`src/rtl/pcxrle_pkg.sv`:
```
// shared types and constants of the pcx run-length scanline decoder
package pcxrle_pkg;

   localparam logic [7:0] RUN_MARK = 8'hC0;
   localparam int unsigned QUEUE_DEPTH_DEFAULT = 2;

   localparam logic [1:0] CSR_BYTES_PER_LINE = 2'd0;
   localparam logic [1:0] CSR_PLANE_COUNT    = 2'd1;
   localparam logic [1:0] CSR_ROW_COUNT      = 2'd2;

   localparam logic [15:0] BYTES_PER_LINE_RESET = 16'd320;
   localparam logic [2:0]  PLANE_COUNT_RESET    = 3'd1;
   localparam logic [15:0] ROW_COUNT_RESET      = 16'd200;

   typedef struct packed {
      logic [7:0] value;
      logic [5:0] count;
   } run_cmd_type;

   typedef struct packed {
      logic [15:0] bytes_per_line;
      logic [2:0]  plane_count;
      logic [15:0] row_count;
   } cfg_type;

endpackage

```
`src/rtl/pcxrle_front.sv`:
```
// front end: splits the compressed byte stream into literal and run commands
module pcxrle_front (
   input  logic                     clock,
   input  logic                     reset,
   input  logic                     req_valid,
   output logic                     req_ready,
   input  logic [7:0]               req_comp_byte,
   input  logic                     queue_full,
   output logic                     push,
   output pcxrle_pkg::run_cmd_type  push_cmd
);
   import pcxrle_pkg::*;

   logic       awaiting_ff, awaiting_in;
   logic [5:0] count_ff, count_in;
   logic       accept;

   assign req_ready = !queue_full;
   assign accept    = req_valid && req_ready;

   always_comb begin
      awaiting_in    = awaiting_ff;
      count_in       = count_ff;
      push           = 1'b0;
      push_cmd.value = req_comp_byte;
      push_cmd.count = 6'd1;
      if (accept) begin
         if (!awaiting_ff) begin
            if (req_comp_byte < RUN_MARK) begin
               push = 1'b1;
            end else begin
               awaiting_in = 1'b1;
               count_in    = req_comp_byte[5:0];
            end
         end else begin
            awaiting_in    = 1'b0;
            push           = (count_ff != 6'd0);
            push_cmd.count = count_ff;
         end
      end
   end

   always_ff @(posedge clock) begin
      if (reset) begin
         awaiting_ff <= 1'b0;
         count_ff    <= 6'd0;
      end else begin
         awaiting_ff <= awaiting_in;
         count_ff    <= count_in;
      end
   end

endmodule

```
`src/rtl/pcxrle_queue.sv`:
```
// short command queue between front end and run expander
module pcxrle_queue #(
   parameter int unsigned DEPTH = pcxrle_pkg::QUEUE_DEPTH_DEFAULT
) (
   input  logic                     clock,
   input  logic                     reset,
   input  logic                     push,
   input  pcxrle_pkg::run_cmd_type  push_cmd,
   output logic                     full,
   input  logic                     pop,
   output logic                     empty,
   output pcxrle_pkg::run_cmd_type  head
);
   import pcxrle_pkg::*;

   localparam int unsigned PtrWidth = (DEPTH > 1) ? $clog2(DEPTH) : 1;
   localparam int unsigned CntWidth = $clog2(DEPTH + 1);
   localparam logic [CntWidth-1:0] DepthCount = CntWidth'(DEPTH);
   localparam logic [PtrWidth-1:0] LastPtr    = PtrWidth'(DEPTH - 1);

   run_cmd_type               slot_ff [DEPTH];
   logic [PtrWidth-1:0]       wr_ptr_ff, wr_ptr_in;
   logic [PtrWidth-1:0]       rd_ptr_ff, rd_ptr_in;
   logic [CntWidth-1:0]       fill_ff, fill_in;
   logic                      do_push, do_pop;

   assign full    = (fill_ff == DepthCount);
   assign empty   = (fill_ff == '0);
   assign head    = slot_ff[rd_ptr_ff];
   assign do_push = push && !full;
   assign do_pop  = pop && !empty;

   always_comb begin
      wr_ptr_in = wr_ptr_ff;
      rd_ptr_in = rd_ptr_ff;
      fill_in   = fill_ff;
      if (do_push) begin
         wr_ptr_in = (wr_ptr_ff == LastPtr) ? '0 : wr_ptr_ff + 1'b1;
      end
      if (do_pop) begin
         rd_ptr_in = (rd_ptr_ff == LastPtr) ? '0 : rd_ptr_ff + 1'b1;
      end
      if (do_push && !do_pop) begin
         fill_in = fill_ff + 1'b1;
      end else if (do_pop && !do_push) begin
         fill_in = fill_ff - 1'b1;
      end
   end

   always_ff @(posedge clock) begin
      if (reset) begin
         wr_ptr_ff <= '0;
         rd_ptr_ff <= '0;
         fill_ff   <= '0;
      end else begin
         wr_ptr_ff <= wr_ptr_in;
         rd_ptr_ff <= rd_ptr_in;
         fill_ff   <= fill_in;
      end
   end

   always_ff @(posedge clock) begin
      if (do_push) begin
         slot_ff[wr_ptr_ff] <= push_cmd;
      end
   end

endmodule

```
`src/rtl/pcxrle_back.sv`:
```
// back end: expands runs, tracks column, plane and row, holds the output beat
module pcxrle_back (
   input  logic                     clock,
   input  logic                     reset,
   input  pcxrle_pkg::cfg_type      cfg,
   input  logic                     queue_empty,
   input  pcxrle_pkg::run_cmd_type  queue_head,
   output logic                     pop,
   output logic                     rsp_valid,
   input  logic                     rsp_ready,
   output logic [7:0]               rsp_pixel_byte,
   output logic [1:0]               rsp_plane,
   output logic [15:0]              rsp_column,
   output logic [15:0]              rsp_row,
   output logic                     rsp_last_of_run,
   output logic                     rsp_last_of_image
);
   import pcxrle_pkg::*;

   logic        cmd_valid_ff, cmd_valid_in;
   logic [7:0]  cmd_value_ff, cmd_value_in;
   logic [5:0]  cmd_count_ff, cmd_count_in;
   logic [15:0] column_ff, column_in;
   logic [1:0]  plane_ff, plane_in;
   logic [15:0] row_ff, row_in;
   logic        done_ff, done_in;

   logic        out_valid_ff, out_valid_in;
   logic [7:0]  out_byte_ff;
   logic [1:0]  out_plane_ff;
   logic [15:0] out_column_ff;
   logic [15:0] out_row_ff;
   logic        out_last_run_ff;
   logic        out_last_image_ff;

   logic [15:0] eff_bpl, eff_rows;
   logic [2:0]  eff_planes;
   logic [16:0] column_next;
   logic [2:0]  plane_next;
   logic [16:0] row_next;
   logic        line_wrap, plane_wrap, image_end;
   logic        advance, cmd_free;

   assign eff_bpl    = (cfg.bytes_per_line == 16'd0) ? 16'd1 : cfg.bytes_per_line;
   assign eff_rows   = (cfg.row_count == 16'd0) ? 16'd1 : cfg.row_count;
   assign eff_planes = (cfg.plane_count == 3'd0) ? 3'd1 :
                       (cfg.plane_count > 3'd4) ? 3'd4 : cfg.plane_count;

   assign column_next = {1'b0, column_ff} + 17'd1;
   assign plane_next  = {1'b0, plane_ff} + 3'd1;
   assign row_next    = {1'b0, row_ff} + 17'd1;
   assign line_wrap   = (column_next >= {1'b0, eff_bpl});
   assign plane_wrap  = line_wrap && (plane_next >= eff_planes);
   assign image_end   = plane_wrap && (row_next >= {1'b0, eff_rows});

   assign advance  = cmd_valid_ff && !done_ff && (!out_valid_ff || rsp_ready);
   assign cmd_free = !cmd_valid_ff || done_ff || (advance && cmd_count_ff == 6'd1);
   assign pop      = cmd_free && !queue_empty;

   always_comb begin
      cmd_valid_in = cmd_valid_ff;
      cmd_value_in = cmd_value_ff;
      cmd_count_in = cmd_count_ff;
      column_in    = column_ff;
      plane_in     = plane_ff;
      row_in       = row_ff;
      done_in      = done_ff;
      out_valid_in = out_valid_ff && !rsp_ready;
      if (advance) begin
         out_valid_in = 1'b1;
         cmd_count_in = cmd_count_ff - 6'd1;
         if (!line_wrap) begin
            column_in = column_next[15:0];
         end else begin
            column_in = 16'd0;
            if (!plane_wrap) begin
               plane_in = plane_next[1:0];
            end else begin
               plane_in = 2'd0;
               if (image_end) begin
                  done_in = 1'b1;
               end else begin
                  row_in = row_next[15:0];
               end
            end
         end
      end
      if (cmd_free) begin
         cmd_valid_in = pop;
         cmd_value_in = queue_head.value;
         cmd_count_in = queue_head.count;
      end
   end

   always_ff @(posedge clock) begin
      if (reset) begin
         cmd_valid_ff <= 1'b0;
         column_ff    <= 16'd0;
         plane_ff     <= 2'd0;
         row_ff       <= 16'd0;
         done_ff      <= 1'b0;
         out_valid_ff <= 1'b0;
      end else begin
         cmd_valid_ff <= cmd_valid_in;
         column_ff    <= column_in;
         plane_ff     <= plane_in;
         row_ff       <= row_in;
         done_ff      <= done_in;
         out_valid_ff <= out_valid_in;
      end
   end

   always_ff @(posedge clock) begin
      cmd_value_ff <= cmd_value_in;
      cmd_count_ff <= cmd_count_in;
      if (advance) begin
         out_byte_ff       <= cmd_value_ff;
         out_plane_ff      <= plane_ff;
         out_column_ff     <= column_ff;
         out_row_ff        <= row_ff;
         out_last_run_ff   <= (cmd_count_ff == 6'd1) || image_end;
         out_last_image_ff <= image_end;
      end
   end

   assign rsp_valid         = out_valid_ff;
   assign rsp_pixel_byte    = out_byte_ff;
   assign rsp_plane         = out_plane_ff;
   assign rsp_column        = out_column_ff;
   assign rsp_row           = out_row_ff;
   assign rsp_last_of_run   = out_last_run_ff;
   assign rsp_last_of_image = out_last_image_ff;

endmodule

```
`src/rtl/pcx_rle_scanline_decoder.sv`:
```
// top level of the pcx run-length scanline decoder
//
// Compressed bytes enter on the req_ channel, one byte per beat. A byte
// below 0xC0 is a literal; a byte of 0xC0 or more is a run header whose low
// six bits count how often the next byte repeats. Decoded bytes leave on the
// rsp_ channel tagged with plane, column and row, plus end-of-run and
// end-of-image flags. The csr_ channel writes bytes_per_line, plane_count
// and row_count; it is always ready and should be used only while idle.
// Output beats are registered. While rsp_ready stays high, literals stream
// and runs drain at one byte per cycle through the single run expander; the
// command queue between the parser and the expander absorbs up to
// QUEUE_DEPTH commands before req_ready drops. Headers and zero-length runs
// produce no output. When rsp_ready is low the output beat holds and the
// expander and queue stall in turn. Once the last byte of the image is
// produced, later input is swallowed. Reset clears positions and restores
// the default geometry 320 x 1 x 200.
module pcx_rle_scanline_decoder #(
   parameter int unsigned QUEUE_DEPTH = pcxrle_pkg::QUEUE_DEPTH_DEFAULT
) (
   input  logic        clock,
   input  logic        reset,
   input  logic        req_valid,
   output logic        req_ready,
   input  logic [7:0]  req_comp_byte,
   output logic        rsp_valid,
   input  logic        rsp_ready,
   output logic [7:0]  rsp_pixel_byte,
   output logic [1:0]  rsp_plane,
   output logic [15:0] rsp_column,
   output logic [15:0] rsp_row,
   output logic        rsp_last_of_run,
   output logic        rsp_last_of_image,
   input  logic        csr_valid,
   output logic        csr_ready,
   input  logic [1:0]  csr_index,
   input  logic [15:0] csr_wdata
);
   import pcxrle_pkg::*;

   cfg_type     cfg_ff, cfg_in;
   run_cmd_type push_cmd;
   run_cmd_type queue_head;
   logic        push, pop, queue_full, queue_empty;

   assign csr_ready = 1'b1;

   always_comb begin
      cfg_in = cfg_ff;
      if (csr_valid && csr_ready) begin
         case (csr_index)
            CSR_BYTES_PER_LINE: cfg_in.bytes_per_line = csr_wdata;
            CSR_PLANE_COUNT:    cfg_in.plane_count    = csr_wdata[2:0];
            CSR_ROW_COUNT:      cfg_in.row_count      = csr_wdata;
            default:            cfg_in                = cfg_ff;
         endcase
      end
   end

   always_ff @(posedge clock) begin
      if (reset) begin
         cfg_ff.bytes_per_line <= BYTES_PER_LINE_RESET;
         cfg_ff.plane_count    <= PLANE_COUNT_RESET;
         cfg_ff.row_count      <= ROW_COUNT_RESET;
      end else begin
         cfg_ff <= cfg_in;
      end
   end

   pcxrle_front u_front (
      .clock         (clock),
      .reset         (reset),
      .req_valid     (req_valid),
      .req_ready     (req_ready),
      .req_comp_byte (req_comp_byte),
      .queue_full    (queue_full),
      .push          (push),
      .push_cmd      (push_cmd)
   );

   pcxrle_queue #(
      .DEPTH (QUEUE_DEPTH)
   ) u_queue (
      .clock    (clock),
      .reset    (reset),
      .push     (push),
      .push_cmd (push_cmd),
      .full     (queue_full),
      .pop      (pop),
      .empty    (queue_empty),
      .head     (queue_head)
   );

   pcxrle_back u_back (
      .clock             (clock),
      .reset             (reset),
      .cfg               (cfg_ff),
      .queue_empty       (queue_empty),
      .queue_head        (queue_head),
      .pop               (pop),
      .rsp_valid         (rsp_valid),
      .rsp_ready         (rsp_ready),
      .rsp_pixel_byte    (rsp_pixel_byte),
      .rsp_plane         (rsp_plane),
      .rsp_column        (rsp_column),
      .rsp_row           (rsp_row),
      .rsp_last_of_run   (rsp_last_of_run),
      .rsp_last_of_image (rsp_last_of_image)
   );

endmodule
```
`config.mk`:
```
export PLATFORM = sky130hd
export DESIGN_NAME = pcx_rle_scanline_decoder
export DESIGN_NICKNAME = d
export VERILOG_FILES = /design/src/rtl/pcxrle_pkg.sv /design/src/rtl/pcxrle_front.sv /design/src/rtl/pcxrle_queue.sv /design/src/rtl/pcxrle_back.sv /design/src/rtl/pcx_rle_scanline_decoder.sv
export SDC_FILE = /design/constraint.sdc
export NUM_CORES = 1
export LEC_CHECK = 0
export BUFFER_PORTS_ARGS = -buffer_cell sky130_fd_sc_hd__buf_2
export CAP_MARGIN = 20
export CORE_MARGIN = 1
export CORE_UTILIZATION = 50
export DETAILED_ROUTE_END_ITERATION = 8
export GPL_TIMING_DRIVEN = 0
export PLACE_DENSITY = 0.69
export SYNTH_ARGS = -nofsm -noshare
export SYNTH_HDL_FRONTEND = slang
export SYNTH_SLANG_ARGS = --single-unit
```
`constraint.sdc`:
```
create_clock -name clock -period 4.32 [get_ports clock]
set_input_delay 0.216 -clock clock [delete_from_list [all_inputs] [get_ports clock]]
set_output_delay 0.216 -clock clock [all_outputs]
set_load 0.02 [all_outputs]
```
==> results_dict.tcl, run 1 <==
set metrics [dict create \
    cts-htree-levels 4 \
    fin_hold_ws_ns 0.0162 \
    cp-end-kind "flop" \
    vias 5937 \
    rrSetupSlack_ns 0.26 \
    async_reset_ff_share_pct 0 \
    grt_max_degree 33 \
    worstPathMaxFanout 6 \
    clk-insertion-delay-late_ns 0.43 \
    finalWirelength_um 17500 \
    die_h_um 128 \
    max_freq_mhz 246 \
    clockRootBuffer "clkbuf_16" \
    die_area_mm2 0.0163 \
    finalCoreUtilization_pct 60.5 \
    min_to "u_queue.slot_ff[1][6]" \
    cts_buffer_depth 2 \
    wl_per_cell_um 16.0 \
    critPathKind "flop to flop" \
    drive_gt1_share_pct 17.0 \
    portBuffers 75 \
    synth_nets 836 \
    status "completed" \
    synth_area_per_cell_um2 10.3 \
    setup-tns-final_ns 0 \
    die_w_um 128 \
    antenna_found_initial 0 \
    initial_core_util_pct 51.6 \
    num_rows 45 \
    diodes 0 \
    synth.top_cell.area_share_pct 32.7 \
    crit_chain "and3_1, clkbuf_1, nand2_1, or3_1, nor3_2, xor2_1, ha_1, nand3_1, or4_1, a211oi_2, and4_1, mux2_1" \
    hold_path_class "primary input to flop" \
    yosysUniqueCellTypes 51 \
    r2r_end "u_back.row_ff[10]" \
    core_mm2 0.0153 \
    postSynthCellCount 764 \
    crit_required_ns 4.64 \
    hp-start "req_comp_byte[0]" \
    hold_violations 0 \
    r2r_cells 12 \
    drcViolationCount 0 \
    hold_depth 1 \
    peakVddDrop_mv 0.301 \
    worst_slew_pin_slew_ns 0.880 \
    cts_tree "yes" \
    synth_area_leader_cell "edfxtp_1" \
    synth_top_cells_by_area "edfxtp_1, dfxtp_1, ha_1" \
    worst_path_max_delay_cell "or4_1" \
    critPathArrivalTime_ns 4.38 \
    power_density_mw_per_mm2 493 \
    first_global_vias 5620 \
    grt_usage_pct 22.2 \
    max_cap_viol_count 0 \
    grt_pass1_wl_um 27800 \
    final.min_clock_period_ns 4.06 \
    avgViaCountPerCell 5.43 \
    place_congestion 0.914 \
    period_share_pct 94.0 \
    finish.net_count 941 \
    final_antenna_net_count 0 \
    skew_ns 0.0134 \
    relSlewSlack_pct 41.2 \
    synth-seq-cells 170 \
    initialDrtViolationCount 477 \
    cts_buffers 17 \
    syn_to_final_growth_pct 17.1 \
    timing.rr.start "u_back.column_ff[2]" \
    worstSetupStartpointType "flop" \
    hpwl_um 12600 \
    clk_pin_slew_ns 0.07 \
    synth_edf_count 86 \
    ys.flop_type "edfxtp_1" \
    slew_violations 0 \
    drtPass1Iterations 5 \
    rsz0062_at_grt "false" \
    clock_sinks 170 \
    gr-total-overflow 0 \
    ys_warn_count 0 \
    netlist_area_mm2 0.00791 \
    leakage_nw 3.63 \
    finalSetupViolCount 0 \
    cpPeakStageDelay_ns 0.62 \
    ios 78 \
    synth_seq_area_share_pct 53.9 \
]
what timing repair did:
item / 4_1_cts / 5_1_grt
setup endpoints to repair: 0 / 27
hold buffers: 7 / 0
buffers inserted: 0 / 2
resized for setup: 0 / 4
endpoints found under the hold margin: 13 / 0
power breakdown:
group	switching [mW]	internal, mW	total [mW]
registers	0.112	2.02	2.13
logic	0.618	0.312	0.929
clock network	0.718	0.782	1.50
registers in the layout, summed over array words and instances (netlist names), 2 cells and up, named ones only:
| signal | count |
|---|---|
| cfg_ff | 35 |
| u_queue.slot_ff | 28 |
| u_back.column_ff | 16 |
| u_back.row_ff | 16 |
| u_back.rsp_column | 16 |
| u_back.rsp_row | 16 |
| u_back.cmd_value_ff | 8 |
| u_back.rsp_pixel_byte | 8 |
| u_back.cmd_count_ff | 6 |
| u_front.count_ff | 6 |
| u_back.plane_ff | 2 |
| u_back.rsp_plane | 2 |
| u_queue.fill_ff | 2 |
final cells by class:
type	instances	area, um^2
Buffer	31	133
Clock buffer	17	425
Clock inverter	15	165
Fill cell	1310	6050
Inverter	45	169
Multi-Input combinational cell	518	3350
Sequential cell	170	4260
Tap cell	211	264
Timing Repair Buffer	86	488
cells in the mapped netlist (4+ instances only):
cell      number
nand3_1       27
nand2b_1       6
ha_1          41
nor2b_1       12
mux2_2        20
o31ai_1        7
nor2_1        45
nor3_1        24
inv_1         45
a21o_1         4
a21oi_1       66
nand4_1       12
mux2i_1        8
and3_1         5
and4_1         4
or4_1          8
o21ai_0       22
or3_1          5
xor2_1        16
a31oi_1        7
nand3b_1       6
nor4_1         7
clkbuf_1      27
dfxtp_1       84
edfxtp_1      86
xnor2_1       21
nand2_1      107
critical path: cells and delay by family (launching register included):
family,cells,cell delay (ns)
AND/OR/NAND/NOR,7,2.17
flip-flops,1,0.46
AO/OA/AOI/OAI,1,0.33
multiplexers,1,0.32
adder cells (fa/ha/maj),1,0.31
buffers and inverters,1,0.21
XOR/XNOR,1,0.14
layer usage:
metal | GRT usage [%] | routed length (um) | vias up
met5 | 0 | 0 | -
met4 | 9.41 | 347 | 0
met3 | 3.63 | 742 | 27
met2 | 37.7 | 8570 | 155
met1 | 28.2 | 7840 | 2819
li1 | - | - | 2936
layout by cell type (no fill, tap or decap), types with 8 or more instances in the layout:
cell | synthesis | layout
clkbuf_1 | 27 | 25
dfxtp_1 | 84 | 84
nand3_1 | 27 | 27
buf_2 | 2 | 77
o21ai_0 | 22 | 22
xnor2_1 | 21 | 21
nand4_1 | 12 | 12
edfxtp_1 | 86 | 86
nand2_1 | 107 | 107
mux2_2 | 20 | 20
nor2b_1 | 12 | 12
nor3_1 | 24 | 23
or4_1 | 8 | 8
inv_8 | 0 | 8
inv_1 | 45 | 45
clkbuf_16 | 0 | 17
nor2_1 | 45 | 45
ha_1 | 41 | 41
mux2i_1 | 8 | 8
a21oi_1 | 66 | 66
xor2_1 | 16 | 16
how the worst max path moves through the flow:
| stage | start | endpoint | slack [ns] | cells past startpoint |
|---|---|---|---|---|
| final | u_back.column_ff[2] | u_back.row_ff[10] | 0.26 | 12 |
| after global routing | u_back.column_ff[2] | u_back.plane_ff[1] | 0.006 | 15 |
| after CTS | u_back.column_ff[2] | u_back.row_ff[9] | 0.1 | 13 |
| after detailed placement | u_back.column_ff[2] | u_back.row_ff[9] | 0.14 | 13 |
| after global placement | u_back.column_ff[2] | u_back.column_ff[7] | 0.17 | 15 |
| after floorplan | u_back.column_ff[2] | u_back.row_ff[10] | 0.74 | 12 |
kinds of logic (layout without fill, tap and decap cells):
kind of cell    after synthesis  in the layout  synth area share [%]
compound gates              124            124                  9.37
flops                       170            170                  53.9
buf+inv                      76            194                  3.78
xor+xnor                     37             37                  4.10
fa+ha+maj                    41             41                  6.49
simple gates                286            286                  18.3
other cells                   1              1                0.0474
mux                          29             29                  4.00
through the flow:
stage,worst slack [ns],std cells,power (mW),area [um^2]
after floorplan,0.743,764,2.77,7910
after global placement,0.166,1050,3.04,8550
after detailed placement,0.139,1052,3.09,8570
after CTS,0.0979,1091,4.58,9240
after global routing,0.00644,1093,4.77,9260
final,0.259,1093,4.56,9260
Power figures use the tool's default switching activity.
==> run 2, diff against run 1 <==
--- a/config.mk
+++ b/config.mk
@@ -7,10 +7,11 @@
 export LEC_CHECK = 0
 export BUFFER_PORTS_ARGS = -buffer_cell sky130_fd_sc_hd__buf_2
 export CAP_MARGIN = 20
-export CORE_MARGIN = 1
+export CORE_MARGIN = 5
 export CORE_UTILIZATION = 50
 export DETAILED_ROUTE_END_ITERATION = 8
 export GPL_TIMING_DRIVEN = 0
+export MAX_ROUTING_LAYER = met4
 export PLACE_DENSITY = 0.69
 export SYNTH_ARGS = -nofsm -noshare
 export SYNTH_HDL_FRONTEND = slang
==> results_dict.tcl, run 2 (synthesized netlist as in run 1, its figures left out) <==
set metrics [dict create \
    startpoint "u_back.column_ff[2]" \
    path_delay_family "simple AND/OR/NAND/NOR gates" \
    cp_num_cells 13 \
    place_congestion 0.910 \
    endpoint "u_back.row_ff[8]" \
    critPathKind "flop to flop" \
    clock_sinks 170 \
    cts_buffers 17 \
    final.min_clock_period_ns 4.04 \
    die_h_um 136 \
    setup-tns-final_ns 0 \
    fillers 1361 \
    ios 78 \
    peakVddDrop_mv 0.318 \
    layout_setup_ws_ns 0.278 \
    clk-insertion-delay-late_ns 0.43 \
    die_area_mm2 0.0184 \
    leakage_nw 3.62 \
    post_cts_buffers 0 \
    seqCellArea_mm2 0.00426 \
    grt_max_degree 36 \
    worst_slew_pin_slew_ns 0.940 \
    diodes 0 \
    status "completed" \
    die_w_um 136 \
    avgViaCountPerCell 5.31 \
    rsz0062_at_grt "false" \
    layout.cells.most_common "nand2_1" \
    relSlewSlack_pct 37.2 \
    rrSetupSlack_ns 0.28 \
    skew_ns 0.0118 \
    worstSetupStartpointType "flop" \
    syn_to_final_growth_pct 17.1 \
    regMostFlops "cfg_ff" \
    worstPathMaxFanout 10 \
    cts_tree "yes" \
    worst_path_max_delay_cell "nor4_4" \
    drive_gt1_share_pct 16.7 \
    vias 5812 \
    gr-total-overflow 0 \
    core_mm2 0.0157 \
    clk_pin_slew_ns 0.07 \
    first_global_vias 5607 \
    largest_reg_flops 35 \
    period_share_pct 93.6 \
    portBuffers 75 \
    finish.net_count 938 \
    hpwl_um 12600 \
    power_mw 4.57 \
    max_freq_mhz 247 \
    cp_num_buf_inv 2 \
    initialDrtViolationCount 340 \
    grt_pass1_wl_um 28000 \
    r2r_end "u_back.row_ff[8]" \
    place_worst_setup_slack_ns 0.132 \
    grt_usage_pct 20.0 \
    crit_required_ns 4.63 \
    cts_buffer_depth 2 \
    timing.rr.start "u_back.column_ff[2]" \
    cts-htree-levels 4 \
    final_antenna_net_count 0 \
    power_density_mw_per_mm2 493 \
    clockRootBuffer "clkbuf_16" \
    slew_violations 0 \
    wl_per_cell_um 15.6 \
    antenna_found_initial 0 \
    num_rows 46 \
    final_cell_mix "nand2_1, edfxtp_1, dfxtp_1, buf_2, a21oi_1" \
    finalWirelength_um 17100 \
    crit_chain "and3_1, clkbuf_1, nand2_1, or3_1, nor3_2, xor2_1, ha_1, nand3_1, nor4_4, o211ai_4, buf_6, nor3_1, mux2_2" \
    cpPeakStageDelay_ns 0.58 \
    initial_core_util_pct 50.3 \
    hold_path_class "primary input to flop" \
    top_regs "cfg_ff x35, u_queue.slot_ff x28" \
    drtPass1Iterations 5 \
    multiInputGateArea_mm2 0.00335 \
    finalSetupViolCount 0 \
    cp-end-kind "flop" \
    r2r_cells 13 \
    hold_violations 0 \
    drcViolationCount 0 \
    max_cap_viol_count 0 \
    critPathArrivalTime_ns 4.35 \
]
==> run 2: cell count changes in the layout (fill, tap and decap cells not counted), sizes merged <==
cell,delta
buf,-2
dlygate4sd3,-1
clkinv,+3
bufinv,+1
inv,-4
==> run 2: worst min-delay path by stage <==
stage | endpoint | start | cells past startpoint | slack [ns]
finish | u_queue.slot_ff[1][6] | req_comp_byte[0] | 1 | 0.02
floorplan | u_queue.slot_ff[0][10] | req_comp_byte[4] | 0 | 0.31
global placement | u_back.rsp_pixel_byte[3] | u_back.cmd_value_ff[3] | 0 | 0.40
global route | u_queue.slot_ff[1][6] | req_comp_byte[0] | 1 | 0.006
detailed placement | u_back.rsp_pixel_byte[2] | u_back.cmd_value_ff[2] | 0 | 0.41
CTS | u_queue.slot_ff[1][6] | req_comp_byte[0] | 1 | 0.003
==> run 2: repair_timing <==
item / CTS / global route
hold endpoints to repair: 10 / 2
resized for setup: 0 / 5
hold buffers: 5 / 1
endpoints found under the setup margin: 0 / 29
==> run 2: power breakdown <==
| group | switching (mW) | internal [mW] |
|---|---|---|
| Sequential | 0.107 | 2.02 |
| Clock | 0.688 | 0.826 |
| Combinational | 0.617 | 0.310 |
==> run 2: area by class of cell <==
cell class | count | share of cell area, %
Buffer | 31 | 1.43
Clock buffer | 17 | 4.60
Clock inverter | 15 | 1.91
Inverter | 45 | 1.82
Multi-Input combinational cell | 518 | 36.2
Sequential cell | 170 | 46.1
Tap cell | 216 | 2.92
Timing Repair Buffer | 83 | 5.04
==> run 2: per-layer routing <==
| layer | share of wire (%) | global-route usage (%) |
|---|---|---|
| met4 | 1.0 | 5.38 |
| met1 | 48 | 26.6 |
| met3 | 4.8 | 4.57 |
| met5 | 0 | - |
| met2 | 47 | 31.2 |
==> run 2: stage by stage <==
step	utilization (%)	cell area, um^2	cells	hold WS [ns]
after floorplan	-	7910	764	0.315
after global placement	54.4	8550	1055	0.402
after detailed placement	54.6	8580	1057	0.409
after CTS	58.8	9240	1094	0.00341
after global routing	58.9	9260	1095	0.00621
final	58.9	9260	1095	0.0150
==> run 3, diff against run 2 <==
--- a/config.mk
+++ b/config.mk
@@ -6,13 +6,15 @@
 export NUM_CORES = 1
 export LEC_CHECK = 0
 export BUFFER_PORTS_ARGS = -buffer_cell sky130_fd_sc_hd__buf_2
-export CAP_MARGIN = 20
+export CAP_MARGIN = 5
 export CORE_MARGIN = 5
 export CORE_UTILIZATION = 50
+export CTS_BUF_LIST = sky130_fd_sc_hd__clkbuf_4 sky130_fd_sc_hd__clkbuf_8
 export DETAILED_ROUTE_END_ITERATION = 8
 export GPL_TIMING_DRIVEN = 0
 export MAX_ROUTING_LAYER = met4
 export PLACE_DENSITY = 0.69
+export REMOVE_ABC_BUFFERS = 1
 export SYNTH_ARGS = -nofsm -noshare
 export SYNTH_HDL_FRONTEND = slang
 export SYNTH_SLANG_ARGS = --single-unit
==> results_dict.tcl, run 3 (synthesized netlist as in run 1, its figures left out) <==
set metrics [dict create \
    use_met3_pct 5.01 \
    place_worst_setup_slack_ns -0.0415 \
    grt_busiest_layer "met2" \
    largest_reg_flops 35 \
    hpwl_um 11900 \
    ios 78 \
    clk-insertion-delay-late_ns 0.45 \
    leakage_nw 3.53 \
    clock_sinks 170 \
    critPathKind "flop to flop" \
    cp_num_buf_inv 0 \
    initialDrtViolationCount 305 \
    seq_power_share_pct 51.2 \
    final_antenna_net_count 0 \
    portBuffers 76 \
    switching_power_mw 1.28 \
    pwr-share-clk_pct 27.4 \
    cts_buffers 17 \
    finalCoreUtilization_pct 57.8 \
    drtPass1Iterations 4 \
    worst_path_max_delay_cell "or4_1" \
    peakVddDrop_mv 0.285 \
    place_congestion 0.873 \
    finish.net_count 920 \
    cts-htree-levels 4 \
    final.min_clock_period_ns 4.05 \
    crit_chain "and3_1, nand2_1, or3_1, nor3_2, xor2_1, ha_1, nand3_1, or4_1, a211oi_1, and4_1, mux2_1" \
    worst_slew_pin_slew_ns 1.25 \
    clockRootBuffer "clkbuf_8" \
    finalWirelength_um 16600 \
    first_global_vias 5797 \
    cts_tree "yes" \
    cpPeakStageDelay_ns 0.62 \
    fin_hold_ws_ns 0.0333 \
    drcViolationCount 0 \
    layout_setup_ws_ns 0.273 \
    relSlewSlack_pct 16.7 \
    power.share.combinational_pct 21.5 \
    status "completed" \
    skew_ns 0.0111 \
    grt_pass1_wl_um 27600 \
    crit_required_ns 4.65 \
    finalSetupViolCount 0 \
    p_int_mw 2.90 \
    cts_buffer_depth 2 \
    num_rows 46 \
    die_area_mm2 0.0184 \
    setup-tns-final_ns 0 \
    path_delay_family "simple AND/OR/NAND/NOR gates" \
    max_freq_mhz 247 \
    syn_to_final_growth_pct 14.8 \
    critPathArrivalTime_ns 4.38 \
    die_h_um 136 \
    final_cell_mix "nand2_1, edfxtp_1, dfxtp_1, buf_2, a21oi_1" \
    drive_gt1_share_pct 17.2 \
    power_mw 4.18 \
    rsz0062_at_grt "false" \
    layout.cells.most_common "nand2_1" \
    vias 5758 \
    period_share_pct 93.7 \
    clk_pin_slew_ns 0.08 \
    die_w_um 136 \
    hold_violations 0 \
    grt_usage_pct 19.4 \
    antenna_found_initial 2 \
    fillers 1327 \
    worstSetupStartpointType "flop" \
    avgViaCountPerCell 5.33 \
    cp-end-kind "flop" \
    initial_core_util_pct 50.3 \
    regMostFlops "cfg_ff" \
    gr-total-overflow 0 \
    grt_max_degree 93 \
    hold_path_class "primary input to flop" \
    core_mm2 0.0157 \
    use_met2_pct 31.7 \
    wl_per_cell_um 15.3 \
    met1_usage_pct 23.8 \
    switching_share_pct 30.6 \
    power_density_mw_per_mm2 461 \
    top_regs "cfg_ff x35, u_queue.slot_ff x28" \
    max_cap_viol_count 0 \
    slew_violations 0 \
    worstPathMaxFanout 6 \
]
[run 3: cell types whose count changed in the layout (fill, tap and decap cells not counted), sizes merged]
cell         previous run  this run
diode                   0         3
inv                    52        48
buf                    81        80
dlygate4sd3             6        16
bufinv                  1         3
clkinvlp                1         2
clkbuf                 44        18
[run 3: worst paths after layout]
kind	startpoint	end	slack, ns	depth (start not counted)
worst min-delay path	csr_wdata[15]	cfg_ff[34]	0.03	3
worst min register to register	u_back.cmd_value_ff[7]	u_back.rsp_pixel_byte[7]	0.42	0
worst max register to register	u_back.column_ff[2]	u_back.row_ff[10]	0.27	11
worst max-delay path	u_back.column_ff[2]	u_back.row_ff[10]	0.27	11
[run 3: timing repair]
action,4_1_cts,5_1_grt
resized for setup,1,2
setup endpoints to repair,10,15
buffers inserted,0,3
hold buffers,16,0
endpoints found under the hold margin,28,0
pin swaps,0,1
[run 3: area by class of cell]
| type | count | area, um^2 | share of cell area (%) |
|---|---|---|---|
| sequential | 170 | 4260 | 47.0 |
| multi-input combinational | 518 | 3370 | 37.1 |
| timing repair buffer | 96 | 586 | 6.45 |
| tap | 216 | 270 | 2.98 |
| clock buffer | 18 | 241 | 2.66 |
| clock inverter | 14 | 171 | 1.89 |
| inverter | 45 | 169 | 1.86 |
| antenna | 3 | 7.51 | 0.0827 |
[run 3: metrics by stage]
step / std cells / area, um^2
detailed placement: 1026 / 8460
global placement: 1025 / 8430
floorplan: 733 / 7780
global route: 1080 / 9080
CTS: 1074 / 9040
finish: 1080 / 9080
[run 3: layer usage]
layer  wire length [um]  part of all wire, %  vias up
li1                   -                    -     2883
met1               7400                   45     2709
met2               7990                   48      136
met3                831                  5.0       30
met4                333                  2.0        0
met5                  0                    0        -
[run 3: worst min-delay path: cells and delay by family]
family	cells	cell delay, ns
buffers and inverters	1	0.12
AND/OR/NAND/NOR	1	0.05
AO/OA/AOI/OAI	1	0.05
[run 3: power by group through the flow]
stage               clock, mW  combinational, mW  sequential, mW
floorplan                   0              0.441            2.30
global placement            0              0.841            2.18
detailed placement          0              0.896            2.18
CTS                      1.18              0.913            2.14
global route             1.26              0.994            2.17
finish                   1.14              0.897            2.14
